<file path="src/design/cam_pkg.sv">
// ----------------------------------------------------------------------------
// cam_pkg
// Shared constants and types for the calendar alarm matcher.
// ----------------------------------------------------------------------------
`timescale 1ns / 1ps

package cam_pkg;

    localparam int SLOTS      = 16;
    localparam int SLOT_IDX_W = (SLOTS > 1) ? $clog2(SLOTS) : 1;
    localparam int MASK_W     = 16;
    localparam int S_DATA_W   = 64;
    localparam int S_USER_W   = 2;

    typedef enum logic [1:0] {
        ACT_TICK  = 2'd0,
        ACT_WRITE = 2'd1,
        ACT_CLEAR = 2'd2
    } action_t;

    // s_tdata layout, lowest field in the lowest bits
    typedef struct packed {
        logic [6:0]  pad;
        logic [3:0]  end_month;
        logic [4:0]  end_day;
        logic [13:0] year;
        logic [3:0]  date_month;
        logic [4:0]  date_day;
        logic [2:0]  weekday;
        logic [6:0]  days_mask;
        logic [5:0]  minute;
        logic [4:0]  hour;
        logic [3:0]  slot;
    } in_word_t;

    // one calendar date: day [4:0], month [8:5], year [22:9]
    typedef struct packed {
        logic [13:0] year;
        logic [3:0]  month;
        logic [4:0]  day;
    } date_t;

    typedef struct packed {
        logic       valid;
        logic [4:0] hour;
        logic [5:0] minute;
        logic [6:0] day_mask;
        logic [4:0] win_start_day;
        logic [3:0] win_start_month;
        logic [4:0] win_end_day;
        logic [3:0] win_end_month;
        logic       win_on;
        date_t      last_date;
        logic       last_known;
    } slot_entry_t;

    typedef struct packed {
        logic [4:0] hour;
        logic [5:0] minute;
        logic [2:0] weekday;
        date_t      today;
    } tick_info_t;

    typedef enum logic [1:0] {
        TBL_NOP   = 2'd0,
        TBL_WRITE = 2'd1,
        TBL_CLEAR = 2'd2,
        TBL_FIRE  = 2'd3
    } tbl_op_t;

    // command into the slot table; entry fields used by TBL_WRITE,
    // fire_date used by TBL_FIRE
    typedef struct packed {
        tbl_op_t               op;
        logic [SLOT_IDX_W-1:0] idx;
        slot_entry_t           entry;
        date_t                 fire_date;
    } tbl_cmd_t;

endpackage

</file>
<file path="src/design/cam_slot_store.sv">
// ----------------------------------------------------------------------------
// cam_slot_store
// Alarm slot table: one command port, one indexed read port.
// ----------------------------------------------------------------------------
`timescale 1ns / 1ps

module cam_slot_store
    import cam_pkg::*;
(
    input  logic                  aclk,
    input  logic                  aresetn,
    input  tbl_cmd_t              cmd,
    input  logic [SLOT_IDX_W-1:0] rd_idx,
    output slot_entry_t           rd_entry
);

    logic [SLOTS-1:0] valid_reg;
    logic [SLOTS-1:0] known_reg;
    slot_entry_t      slot_reg [SLOTS];

    // control bits: reset clears the whole table at once
    always_ff @(posedge aclk) begin
        if (!aresetn) begin
            valid_reg <= '0;
            known_reg <= '0;
        end else begin
            case (cmd.op)
                TBL_WRITE: begin
                    valid_reg[cmd.idx] <= 1'b1;
                    known_reg[cmd.idx] <= 1'b0;
                end
                TBL_CLEAR: begin
                    valid_reg[cmd.idx] <= 1'b0;
                    known_reg[cmd.idx] <= 1'b0;
                end
                TBL_FIRE: begin
                    known_reg[cmd.idx] <= 1'b1;
                end
                default: begin
                end
            endcase
        end
    end

    // payload, no reset
    always_ff @(posedge aclk) begin
        case (cmd.op)
            TBL_WRITE: begin
                slot_reg[cmd.idx] <= cmd.entry;
            end
            TBL_FIRE: begin
                slot_reg[cmd.idx].last_date <= cmd.fire_date;
            end
            default: begin
            end
        endcase
    end

    always_comb begin
        rd_entry            = slot_reg[rd_idx];
        rd_entry.valid      = valid_reg[rd_idx];
        rd_entry.last_known = known_reg[rd_idx];
    end

endmodule

</file>
<file path="src/design/cam_match_unit.sv">
// ----------------------------------------------------------------------------
// cam_match_unit
// Shared compare unit: decides whether one slot fires on the current tick.
// ----------------------------------------------------------------------------
`timescale 1ns / 1ps

module cam_match_unit
    import cam_pkg::*;
(
    input  slot_entry_t entry,
    input  tick_info_t  tick,
    output logic        fire
);

    logic       wday_ok;
    logic       after_start;
    logic       before_end;
    logic       in_window;
    logic       time_ok;
    logic       same_date;
    logic [2:0] wday_bit;

    always_comb begin
        wday_bit = tick.weekday - 3'd1;
        // weekday zero only passes an empty mask
        wday_ok = (entry.day_mask == '0) ||
                  ((tick.weekday != 3'd0) && entry.day_mask[wday_bit]);

        after_start = (tick.today.month > entry.win_start_month) ||
                      ((tick.today.month == entry.win_start_month) &&
                       (tick.today.day >= entry.win_start_day));
        before_end  = (tick.today.month < entry.win_end_month) ||
                      ((tick.today.month == entry.win_end_month) &&
                       (tick.today.day <= entry.win_end_day));
        // wrap over year end when start month is past end month
        in_window = (after_start && before_end) ||
                    ((entry.win_start_month > entry.win_end_month) &&
                     (after_start || before_end));

        time_ok   = (entry.hour == tick.hour) && (entry.minute == tick.minute);
        same_date = entry.last_known && (entry.last_date == tick.today);

        fire = entry.valid && wday_ok && (!entry.win_on || in_window) &&
               time_ok && !same_date;
    end

endmodule

</file>
<file path="src/design/calendar_alarm_matcher.sv">
// ----------------------------------------------------------------------------
// calendar_alarm_matcher
// Alarm slot table matched against date and time words, one slot per cycle.
// ----------------------------------------------------------------------------
// Each input word is a tick, a slot write or a slot clear (s_tuser). Every
// word yields exactly one output word holding fired_mask, zero for writes
// and clears. A tick walks the table one slot per clock through a single
// compare unit in the scan state, then the done state loads the output
// register; a write or clear goes straight to the done state. s_tready is
// low while a word is in work. The result sits in an output register, so
// the next word may be taken while the previous result still waits.
// A slot fires at most once per calendar date; writing a slot forgets that.
`timescale 1ns / 1ps

module calendar_alarm_matcher
    import cam_pkg::*;
(
    input  logic                aclk,
    input  logic                aresetn,
    // slave side
    input  logic                s_tvalid,
    output logic                s_tready,
    // action [1:0]
    input  logic [S_USER_W-1:0] s_tuser,
    // slot [3:0], hour [8:4], minute [14:9], days_mask [21:15],
    // weekday [24:22], date_day [29:25], date_month [33:30],
    // year [47:34], end_day [52:48], end_month [56:53], zero pad above
    input  logic [S_DATA_W-1:0] s_tdata,
    // master side
    output logic                m_tvalid,
    input  logic                m_tready,
    // fired_mask [15:0]
    output logic [MASK_W-1:0]   m_tdata
);

    typedef enum logic [2:0] {
        ST_IDLE = 3'b001,
        ST_SCAN = 3'b010,
        ST_DONE = 3'b100
    } state_t;

    state_t                state_reg, state_next;
    logic [SLOT_IDX_W-1:0] idx_reg, idx_next;
    logic [MASK_W-1:0]     fired_reg, fired_next;
    tick_info_t            tick_reg, tick_next;
    logic                  m_valid_reg, m_valid_next;
    logic [MASK_W-1:0]     m_data_reg, m_data_next;

    in_word_t    in_word;
    action_t     action;
    logic        s_accept;
    logic        slot_ok;
    logic        out_load;
    logic        fire;
    tbl_cmd_t    cmd;
    slot_entry_t rd_entry;

    assign in_word = in_word_t'(s_tdata);
    assign action  = action_t'(s_tuser);
    assign s_tready = (state_reg == ST_IDLE);
    assign s_accept = s_tvalid && s_tready;
    // writes and clears beyond the table are dropped
    assign slot_ok  = (int'(in_word.slot) < SLOTS);
    assign out_load = (state_reg == ST_DONE) && (!m_valid_reg || m_tready);

    // table command: write/clear at accept, fire update during the scan
    always_comb begin
        cmd                       = '0;
        cmd.op                    = TBL_NOP;
        cmd.idx                   = idx_reg;
        cmd.fire_date             = tick_reg.today;
        cmd.entry.valid           = 1'b1;
        cmd.entry.hour            = in_word.hour;
        cmd.entry.minute          = in_word.minute;
        cmd.entry.day_mask        = in_word.days_mask;
        cmd.entry.win_start_day   = in_word.date_day;
        cmd.entry.win_start_month = in_word.date_month;
        cmd.entry.win_end_day     = in_word.end_day;
        cmd.entry.win_end_month   = in_word.end_month;
        cmd.entry.win_on          = (in_word.date_month != '0) &&
                                    (in_word.end_month != '0);
        if (s_accept && slot_ok) begin
            cmd.idx = SLOT_IDX_W'(in_word.slot);
            case (action)
                ACT_WRITE: cmd.op = TBL_WRITE;
                ACT_CLEAR: cmd.op = TBL_CLEAR;
                default:   cmd.op = TBL_NOP;
            endcase
        end else if ((state_reg == ST_SCAN) && fire) begin
            cmd.op = TBL_FIRE;
        end
    end

    cam_slot_store u_store (
        .aclk     (aclk),
        .aresetn  (aresetn),
        .cmd      (cmd),
        .rd_idx   (idx_reg),
        .rd_entry (rd_entry)
    );

    cam_match_unit u_match (
        .entry (rd_entry),
        .tick  (tick_reg),
        .fire  (fire)
    );

    // sequencer
    always_comb begin
        state_next = state_reg;
        idx_next   = idx_reg;
        fired_next = fired_reg;
        tick_next  = tick_reg;
        case (state_reg)
            ST_IDLE: begin
                if (s_accept) begin
                    idx_next   = '0;
                    fired_next = '0;
                    tick_next.hour    = in_word.hour;
                    tick_next.minute  = in_word.minute;
                    tick_next.weekday = in_word.weekday;
                    tick_next.today   = {in_word.year, in_word.date_month,
                                         in_word.date_day};
                    state_next = (action == ACT_TICK) ? ST_SCAN : ST_DONE;
                end
            end
            ST_SCAN: begin
                // slots past the mask width never show up in the result
                fired_next = fired_reg | (MASK_W'(fire) << idx_reg);
                idx_next   = idx_reg + SLOT_IDX_W'(1);
                if (idx_reg == SLOT_IDX_W'(SLOTS - 1)) begin
                    state_next = ST_DONE;
                end
            end
            ST_DONE: begin
                if (out_load) begin
                    state_next = ST_IDLE;
                end
            end
            default: begin
                state_next = ST_IDLE;
            end
        endcase
    end

    // output register
    always_comb begin
        m_valid_next = m_valid_reg;
        m_data_next  = m_data_reg;
        if (out_load) begin
            m_valid_next = 1'b1;
            m_data_next  = fired_reg;
        end else if (m_tready) begin
            m_valid_next = 1'b0;
        end
    end

    always_ff @(posedge aclk) begin
        if (!aresetn) begin
            state_reg   <= ST_IDLE;
            m_valid_reg <= 1'b0;
        end else begin
            state_reg   <= state_next;
            m_valid_reg <= m_valid_next;
        end
    end

    always_ff @(posedge aclk) begin
        idx_reg    <= idx_next;
        fired_reg  <= fired_next;
        tick_reg   <= tick_next;
        m_data_reg <= m_data_next;
    end

    assign m_tvalid = m_valid_reg;
    assign m_tdata  = m_data_reg;

endmodule

</file>
<file path="config.mk">
export PLATFORM = sky130hd
export DESIGN_NAME = calendar_alarm_matcher
export DESIGN_NICKNAME = d
export VERILOG_FILES = /design/src/design/cam_pkg.sv /design/src/design/cam_slot_store.sv /design/src/design/cam_match_unit.sv /design/src/design/calendar_alarm_matcher.sv
export SDC_FILE = /design/constraint.sdc
export NUM_CORES = 1
export LEC_CHECK = 0
export BUFFER_PORTS_ARGS = -buffer_cell sky130_fd_sc_hd__buf_2
export CORE_UTILIZATION = 45
export DETAILED_ROUTE_END_ITERATION = 10
export HOLD_SLACK_MARGIN = 0.05
export PLACE_DENSITY = 0.56
export SYNTH_ARGS = -nofsm -noshare
export SYNTH_HDL_FRONTEND = slang
export SYNTH_HIERARCHICAL = 1
export SYNTH_SLANG_ARGS = --single-unit
</file>
<file path="constraint.sdc">
create_clock -name aclk -period 7.5 [get_ports aclk]
set_input_delay 1.875 -clock aclk [delete_from_list [all_inputs] [get_ports aclk]]
set_output_delay 1.875 -clock aclk [all_outputs]
set_load 0.05 [all_outputs]
</file>
==> results.toml, run 1 <==
[routing]
routedWlPerCell_microns = 27.2
drt_iter0_drc = 1753
drc = 0
antenna_left = 0
via_count = 20200
firstDrtPassIters = 5
wl_mm = 95.7
vias_per_cell = 5.76

[final_layout]
fillers = 7312
finalNetCount = 2283
final_cell_mix = "1033 x edfxtp_1, 249 x mux4_2, 124 x a22oi_1"
fin_util_pct = 52.1
largest_reg_flops = 960
final_common_cell = "edfxtp_1"
area_growth_pct = 14.2
drive_gt1_share_pct = 28.8
insertedDiodeCount = 0

[clock_network]
htree_levels = 3
cts.sinks = 1069
post_cts_resized = 0
clk_pin_slew_ps = 60
cts_buffer_depth = 3
hold_buffers = 0
clk_latency_ps = 700
cts_setup_buffers = 0
cts_root_buf = "clkbuf_16"
cts_buffers = 109
cts_tree = "done"

[setup_path]
critPathArrivalTime_ps = 6460
cp.required_ps = 7870
cp-end-kind = "register"
worstPathCellList = "buf_4 > buf_4 > mux4_2 > a22oi_1 > nand2_1 > xor2_1 > nor4_1 > nand3_1 > o211ai_2 > a211oi_2 > nand2_1 > nand2_1 > ha_1 > and2_2 > buf_4"
crit_path_max_incr_delay_ps = 650
cp_slowest_cell = "and2_2"
critical_path.top_delay_family = "simple AND/OR/NAND/NOR gates"
critPathKind = "register to register"
critPathMaxFanout = 20
startpoint_type = "register"
cp.buffers_inverters = 3

[timing]
tightestPinTransition_ps = 1060
period_share_pct = 81.2
fin_tns_setup_ps = 0
fmax_mhz = 164
min_period_ps = 6090
finClkSkew_ps = 42.2
finalHoldViolations = 0
setup_viol = 0
final_max_slew_viol_count = 0
worst_slew_margin_rel_pct = 29.1
rsz0062_at_grt = "false"

[logic_synthesis]
syn_avg_cell_area_sq_um = 20.9
synth_warnings = 6
syn-cell-area_sq_mm = 0.0419
syn_inst = 2009

[floorplan]
dieArea_sq_mm = 0.0944
initial_utilization_pct = 45.6
core-area_sq_mm = 0.0919
die_h_microns = 307
rows = 111
fp.dieW_microns = 307
pin_count = 88

[placement]
io_buffers = 80
gp_congestion = 0.784
place_hpwl_mm = 51.8

[hold_path]
min_path_type = "register to register"

[pwr]
leakagePower_uw = 0.0153
vdd_ir_drop_max_mv = 0.193
power.density_mw_per_mm2 = 270

[run]
drv_cap = 0

[run_status]
status = "complete, no violations"

[global_route]
grt_overflow_total = 0
grt_pass1_vias = 21200
antenna_found_initial = 7
grt_max_degree = 64
gr-usage-all-layers_pct = 20.6
grt_pass1_wl_mm = 141
==> layout make-up <==
cell class / count / area (sq um) / share of cell area (%)
multi-input cells: 822 / 9780 / 20.4
clock buffers: 134 / 2840 / 5.93
well taps: 1243 / 1560 / 3.25
flip-flops and latches: 1069 / 31700 / 66.2
repair buffers: 154 / 1160 / 2.41
clock inverters: 67 / 742 / 1.55
inverters: 27 / 101 / 0.211
==> per-stage QoR <==
stage	setup WS (ps)	total power [uW]	hold slack (ps)	instances	area, sq um
floorplan	2110	7380	427	2031	42000
global placement	1500	7670	445	3314	44300
detailed placement	1350	7680	436	3314	44300
CTS	1320	13100	449	3515	47900
global route	1020	13400	456	3516	47900
finish	1410	12900	444	3516	47900
==> metal layers <==
metal  part of all wire, %  GRT usage, %
met1                    42          28.1
met2                    50          34.5
met3                   5.4          3.59
met4                   2.1          5.19
met5                 0.073             0
==> final timing paths <==
check                             startpoint  cells after the start                 endpoint  slack [ps]
worst min register to register  fired_reg[8]                      0               m_tdata[8]         440
worst max-delay path              idx_reg[0]                     15  u_store/slot_reg[0][52]        1410
worst max register to register    idx_reg[0]                     15  u_store/slot_reg[0][52]        1410
worst min-delay path            fired_reg[8]                      0               m_tdata[8]         440
==> power breakdown <==
| group | switching (uW) | internal (uW) |
|---|---|---|
| combinational | 537 | 358 |
| clock | 2260 | 3120 |
| sequential | 36.5 | 6620 |
| total | 2840 | 10100 |
Power figures use the tool's default switching activity.
==> run 2, diff against run 1 <==
- PLACE_DENSITY: 0.56 -> 0.59
- clock period: 7.5 -> 4.96 ns (I/O delays scaled with it)
==> run 2 against run 1 <==
  * Design area rose by 5.4%
  * Wire length rose by 5.4%
  * Critical endpoint is now u_store/slot_reg[11][49]
  * Register-to-register slack got worse by 1300 ps
==> results.toml, run 2 (synthesis gave the netlist of run 1 again) <==
[run_status]
status = "complete, no violations"

[timing]
period_share_pct = 97.9
fmax_mhz = 206
setup_viol = 0
fin_tns_setup_ps = 0
worst_slew_margin_rel_pct = 15.5
finClkSkew_ps = 33.6
final_max_slew_viol_count = 0
hold_ws_ps = 455
rsz0062_at_grt = "true"
tightestPinTransition_ps = 1260
min_period_ps = 4860
finalHoldViolations = 0

[setup_path]
reg2reg_to = "u_store/slot_reg[11][49]"
cp-end-kind = "register"
crit_path_max_incr_delay_ps = 490
critPathArrivalTime_ps = 5240
critPathMaxFanout = 26
r2r-start = "idx_reg[0]"
cp.buffers_inverters = 10
critPathKind = "register to register"
cp.required_ps = 5340
rrSetupSlack_ps = 100
startpoint_type = "register"
reg2reg_depth = 23
worstPathCellList = "buf_12 > buf_16 > buf_16 > buf_12 > mux4_2 > a22oi_1 > nand2_1 > mux4_2 > nand2b_1 > o211ai_2 > o41ai_2 > buf_4 > o211ai_4 > a211oi_4 > buf_6 > nand2_1 > nand2_2 > buf_4 > inv_2 > ha_2 > buf_4 > and2_2 > buf_12"
critical_path.top_delay_family = "buffers and inverters"
cp_slowest_cell = "mux4_2"

[pwr]
power.density_mw_per_mm2 = 396
leakagePower_uw = 0.0164
vdd_ir_drop_max_mv = 0.331

[floorplan]
rows = 111
initial_utilization_pct = 45.6
fp.dieW_microns = 307
pin_count = 88
dieArea_sq_mm = 0.0944
core-area_sq_mm = 0.0919
die_h_microns = 307

[routing]
antenna_left = 0
wl_mm = 101
drc = 0
via_count = 21100
vias_per_cell = 5.75
drt_iter0_drc = 1885
routedWlPerCell_microns = 27.5
firstDrtPassIters = 5

[clock_network]
cts_buffers = 110
cts_root_buf = "clkbuf_16"
clk_pin_slew_ps = 60
hold_buffers = 0
htree_levels = 3
cts_buffer_depth = 3
cts_tree = "done"
clk_latency_ps = 720
cts.sinks = 1069

[hold_path]
hold_depth = 0
min-delay-start = "fired_reg[12]"
min_path_type = "register to register"
min_to = "m_tdata[12]"

[global_route]
grt_overflow_total = 0
antenna_found_initial = 3
gr-usage-all-layers_pct = 21.4
grt_max_degree = 45
grt_pass1_vias = 21600
grt_pass1_wl_mm = 145

[placement]
io_buffers = 80
postPlaceCellArea_sq_mm = 0.0459
place_hpwl_mm = 57.9
gp_congestion = 0.786

[final_layout]
final_area_sq_mm = 0.0505
final_cell_mix = "1033 x edfxtp_1, 249 x mux4_2, 116 x clkbuf_16"
fillers = 7006
finalNetCount = 2431
area_growth_pct = 20.4
drive_gt1_share_pct = 34.7
largest_reg_flops = 960
final_common_cell = "edfxtp_1"

[run]
drv_cap = 0
[run 2: cell types whose count changed in the layout (fill, tap and decap cells not counted), moves of 9 or more]
cell      delta
mux2_2       -9
buf_12      +69
buf_4       +52
clkinv_2    -10
a22oi_1     -11
mux2_4       +9
a22oi_2     +11
buf_6        +9
[run 2: through the flow]
stage / setup slack [ps] / util (%) / std cells / total power [uW]
2_1_floorplan: -401 / - / 2031 / 11200
5_1_grt: -38.0 / 54.9 / 3664 / 20600
3_5_place_dp: -242 / 49.9 / 3424 / 11800
4_1_cts: -25.0 / 54.3 / 3643 / 20100
6_report: 104 / 54.9 / 3666 / 20000
3_3_place_gp: -266 / 49.9 / 3424 / 11700
[run 2: report_power, final]
part | internal [uW] | switching, uW
Sequential | 10000 | 56.6
Clock | 4830 | 3450
Combinational | 730 | 900
Total | 15600 | 4410
[run 2: cell type report]
cell class	count	area [sq um]	share of cell area [%]
Tap cell	1243	1560	3.08
Timing Repair Buffer	299	3420	6.77
Clock buffer	135	2850	5.64
Antenna cell	2	5.00	0.00991
Multi-Input combinational cell	824	10000	19.9
Clock inverter	67	792	1.57
Inverter	27	101	0.201
Sequential cell	1069	31700	62.9
[run 2: how the worst max path moves through the flow]
stage	from	end	slack [ps]	cells past startpoint
final	idx_reg[0]	u_store/slot_reg[11][49]	100	23
after CTS	idx_reg[0]	u_store/slot_reg[6][7]	-20	21
after global placement	idx_reg[0]	u_store/slot_reg[15][19]	-270	19
after floorplan	idx_reg[0]	u_store/slot_reg[4][10]	-400	21
after global routing	idx_reg[0]	u_store/slot_reg[6][19]	-40	24
after detailed placement	idx_reg[0]	u_store/slot_reg[15][10]	-240	19
[run 2: what timing repair did]
item                       4_1_cts  5_1_grt
gates cloned                     7        6
buffers inserted                10       15
resized for setup               37       57
setup endpoints to repair      683     1357
pin swaps                        3       17
[run 2: worst reg2reg max path: stages (launching register included)]
cell,delay [ps]
edfxtp_1,420
buf_12,140
buf_16,170
buf_16,190
buf_12,140
mux4_2,500
a22oi_1,210
nand2_1,120
mux4_2,470
nand2b_1,180
o211ai_2,90
o41ai_2,100
buf_4,160
o211ai_4,170
a211oi_4,70
buf_6,150
nand2_1,100
nand2_2,100
buf_4,150
inv_2,80
ha_2,230
buf_4,130
and2_2,180
buf_12,250
[run 2: per-layer routing]
layer	wire length (microns)	global-route usage, %
met1	41700	28.9
met2	51500	36.4
met3	5260	3.24
met5	30	0
met4	2370	5.96
